`src/hw/rtl/bpfa_pkg.sv`:
```
`default_nettype none
package bpfa_pkg;

    localparam int MAX_FRAMES_DEF = 32768;
    localparam int PAGE_BYTES_DEF = 4096;
    localparam int WORD_BITS_DEF  = 64;

    // frame cursor width, covers (addr + len) / page for the smallest page
    localparam int CUR_W = 34;

    localparam int IN_W  = 120;
    localparam int OUT_W = 72;

    localparam logic [31:0] LOW_RESERVED = 32'h0010_0000;
    localparam logic [31:0] PROT_RESET   = 32'h0010_0000;

    localparam logic REG_FRAMES = 1'b0;
    localparam logic REG_PROT   = 1'b1;

    typedef enum logic [2:0] {
        OP_ALLOC_ONE     = 3'd0,
        OP_ALLOC_RUN     = 3'd1,
        OP_ALLOC_ALIGNED = 3'd2,
        OP_FREE_RUN      = 3'd3,
        OP_QUERY         = 3'd4,
        OP_RELEASE       = 3'd5
    } op_t;

    typedef enum logic [2:0] {
        ST_CLEAR,
        ST_IDLE,
        ST_SETUP,
        ST_RUN,
        ST_FETCH,
        ST_WAIT,
        ST_FIN
    } state_t;

    typedef enum logic [2:0] {
        MD_SEARCH,
        MD_ACHECK,
        MD_MARK,
        MD_FREE,
        MD_QUERY
    } mode_t;

endpackage
`default_nettype wire

```
`src/hw/rtl/bpfa_div.sv`:
```
`default_nettype none
// Word and bit split of a frame number. The divisor is a power of two, so this is a
// registered shift and mask; done is registered from start and rises in the cycle after it.
module bpfa_div
    import bpfa_pkg::*;
#(
    parameter int DIVISOR = WORD_BITS_DEF,
    parameter int W       = CUR_W
)(
    input  logic                         clk,
    input  logic                         rst_n,
    input  logic                         start,
    input  logic [W-1:0]                 din,
    output logic                         done,
    output logic [W-1:0]                 quo,
    output logic [$clog2(DIVISOR)-1:0]   rmd
);

    localparam int QW = $clog2(DIVISOR);

    logic          done_reg;
    logic [W-1:0]  quo_reg;
    logic [QW-1:0] rmd_reg;

    always_ff @(posedge clk or negedge rst_n)
    begin
        if (!rst_n)
        begin
            done_reg <= 1'b0;
        end
        else
        begin
            done_reg <= start;
        end
    end

    always_ff @(posedge clk)
    begin
        if (start)
        begin
            quo_reg <= din >> QW;
            rmd_reg <= din[QW-1:0];
        end
    end

    assign done = done_reg;
    assign quo  = quo_reg;
    assign rmd  = rmd_reg;

endmodule
`default_nettype wire

```
`config.mk`:
```
export PLATFORM = sky130hd
export DESIGN_NAME = bpfa_div
export DESIGN_NICKNAME = d
export VERILOG_FILES = /design/src/hw/rtl/bpfa_pkg.sv /design/src/hw/rtl/bpfa_div.sv
export SDC_FILE = /design/constraint.sdc
export NUM_CORES = 1
export LEC_CHECK = 0
export BUFFER_PORTS_ARGS = -buffer_cell sky130_fd_sc_hd__buf_2
export CAP_MARGIN = 40
export CELL_PAD_IN_SITES_DETAIL_PLACEMENT = 2
export CELL_PAD_IN_SITES_GLOBAL_PLACEMENT = 2
export CORE_MARGIN = 2
export CORE_UTILIZATION = 23
export DETAILED_ROUTE_END_ITERATION = 8
export PLACE_DENSITY = 0.7
export SYNTH_ARGS = -nofsm -noshare
export SYNTH_HDL_FRONTEND = slang
export SYNTH_SLANG_ARGS = --single-unit
export TNS_END_PERCENT = 30
```
`constraint.sdc`:
```
create_clock -name clk -period 0.8 [get_ports clk]
set_input_delay 0.16 -clock clk [delete_from_list [all_inputs] [get_ports clk]]
set_output_delay 0.16 -clock clk [all_outputs]
set_load 0.005 [all_outputs]
```
==> summary.md <==
| Metric | Value |
|---|---|
| Sequential fraction of the synthesis area | 95.5% |
| Antenna Nets Post-Route | 0 |
| Vias in the first global route | 742 |
| Setup bufs post-CTS | 0 |
| Largest net degree at the start of global routing | 29 |
| CP required | about 640 ps |
| Yosys cell types | 4 |
| Buffer and inverter count on the worst path | 1 |
| Reg power frac | 58.1% |
| Initial antenna violation count | 0 |
| Setup TNS | -4420 ps |
| Internal power | 3.03 mW |
| Violated checks | negative setup slack |
| Mapped cell area | 1090 um2 |
| CP Cell Sequence | buf_2 |
| Max-Cap Viols | 0 |
| Setup Viol. Count Final | 35 |
| Post-DP HPWL | around 2000 um |
| Via count | between 600 and 700 |
| Delay of the slowest critical-path stage | 370 ps |
| Full die area | 5330 um2 |
| # diodes | 0 |
| Max Slew Vio Count | 0 |
| Placed Area | 1520 um2 |
| Final number of hold-violating endpoints | 0 |
| PD cells | 2330 nW/um2 |
| Placer Congestion | 0.670 |
| Gr usage total | just over 10% |
| Tmin final | about 950 ps |
| Drt wl/cell | ~14 um |
| P_sw | 756 uW |
| Post-route cell area | 1620 um2 |
| Synthesized flop and latch total | 35 |
| CP startpoint kind | flip-flop |
| H-tree depth reported by CTS | 2 |
| Core region area | 4660 um2 |
| Router iterations before antenna repair | 3 |
| # rows | 25 |
| Area delta synth->final | 48.0% |
| Placed instance count | around 170 |
| Clk pwr share | 33.8% |
| Nets | around 160 |
| Power share of the combinational group | 8.1% |
| Power, Total | approximately 3.8 mW |
| Post-route setup slack | -147 ps |
| Worst Path Arrival | 790 ps |
| Final Core Density | 34.8% |
| Number of flip-flops in the largest register | 28 |
| Initial Util | roughly a quarter |
| Routed vias/inst | ~3.7 |
| Most frequent cells in the layout | buf_2 (71), edfxtp_1 (34), conb_1 (6), clkbuf_8 (6) |
| Hold Path Class | primary input to flip-flop |
| Peak supply drop | 1.10 mV |
| Initial detailed-routing violation count | 58 |
| Drt total wl | 2530 um |
| Crit path max-delay family | flip-flops |
| Maximum clock frequency | 1.06 GHz |
| Avg Inst Size Synth | 26.1 um2 |
| Drc violations | 0 |
| Inserted Clock Buffers | 5 |
| CTS sink count | 35 |
| Global-route wire length before repair | around 3700 um |
| Yosys warns | 0 |
| TritonCTS clock tree | built |
| Root Buffer | clkbuf_8 |
| Pleak | 0.710 nW |
| Sw Ratio | 20.0% |
| Syn Inst Count | 42 |
| Setup CP Type | flip-flop to primary output |
| Finished Layout Cells | 177 |
| Critical Path Slowest Stage Cell | edfxtp_1 |
| Clock transition at the registers of the reported paths | 70 ps |
| # IOs | roughly 80 |
| Clk buf depth | 2 |
| Status | finished, violations left |
| Endpoint class of the critical path | primary output |
| GRT overflow | 0 |
| RSZ-0062 raised after global routing | true |
| Crit share post-route | 118% |
| Die Wd | 73.0 um |
| Buffers on Ports | between 70 and 80 |
| Commonest non-fill, non-tap cell in the layout | buf_2 |
| Height of the die | ~73 um |
| Maximum fanout along the worst path | 1 |
| Layout cells sized above 1 | 65.0% |
## what timing repair did
| item | 4_1_cts | 5_1_grt |
|---|---|---|
| pin swaps | 0 | 0 |
| hold buffers | 1 | 0 |
| resized for setup | 0 | 0 |
| endpoints found under the hold margin | 1 | 0 |
| setup endpoints to repair | 35 | 35 |
## power by group through the flow
| stage | combinational, mW | sequential [mW] | clock [mW] |
|---|---|---|---|
| after floorplan | 0.0274 | 2.27 | 0 |
| after global placement | 0.297 | 2.24 | 0 |
| after detailed placement | 0.312 | 2.24 | 0 |
| after CTS | 0.315 | 2.20 | 1.35 |
| after global routing | 0.339 | 2.21 | 1.45 |
| final | 0.307 | 2.20 | 1.28 |
## metal layers
metal	vias to the layer above	global-route usage [%]	wire, um
met5	-	0	0
met4	0	3.09	0
met1	307	9.84	889
met3	0	6.22	247
met2	48	17.5	1390
li1	307	-	-
## cell usage after synthesis
library cell,number,area share [%]
edfxtp_1,34,93
buf_4,6,4.1
dfrtp_1,1,2.3
conb_1,1,0.34
## path summary, 6_finish.rpt
| kind | slack, ps | startpoint | endpoint | cells after the start |
|---|---|---|---|---|
| max | -150 | rmd[1] | rmd[1] | 1 |
| min | 50 | din[23] | quo[17] | 1 |
| max in group asynchronous | 510 | rst_n | done | 2 |
| min in group asynchronous | 210 | rst_n | done | 2 |
## layout make-up
| cell class | instances | area [um2] |
|---|---|---|
| clock buffer | 7 | 86.3 |
| clock inverter | 1 | 5.00 |
| fill | 500 | 3040 |
| multi-input combinational | 6 | 22.5 |
| sequential | 35 | 1050 |
| tap | 54 | 67.6 |
| timing repair buffer | 74 | 393 |
## kinds of logic after synthesis
group / Yosys count / synth area share (%)
DFF: 35 / 95.5
buffers and inverters: 6 / 4.11
other: 1 / 0.343
## metrics by stage
step,worst slack (ps),hold WS (ps)
6_report,-147,53.1
5_1_grt,-206,29.5
4_1_cts,-176,38.4
3_5_place_dp,6.74,-60.7
3_3_place_gp,27.5,-65.7
2_1_floorplan,285,-136
(Power assumes the default switching activity.)
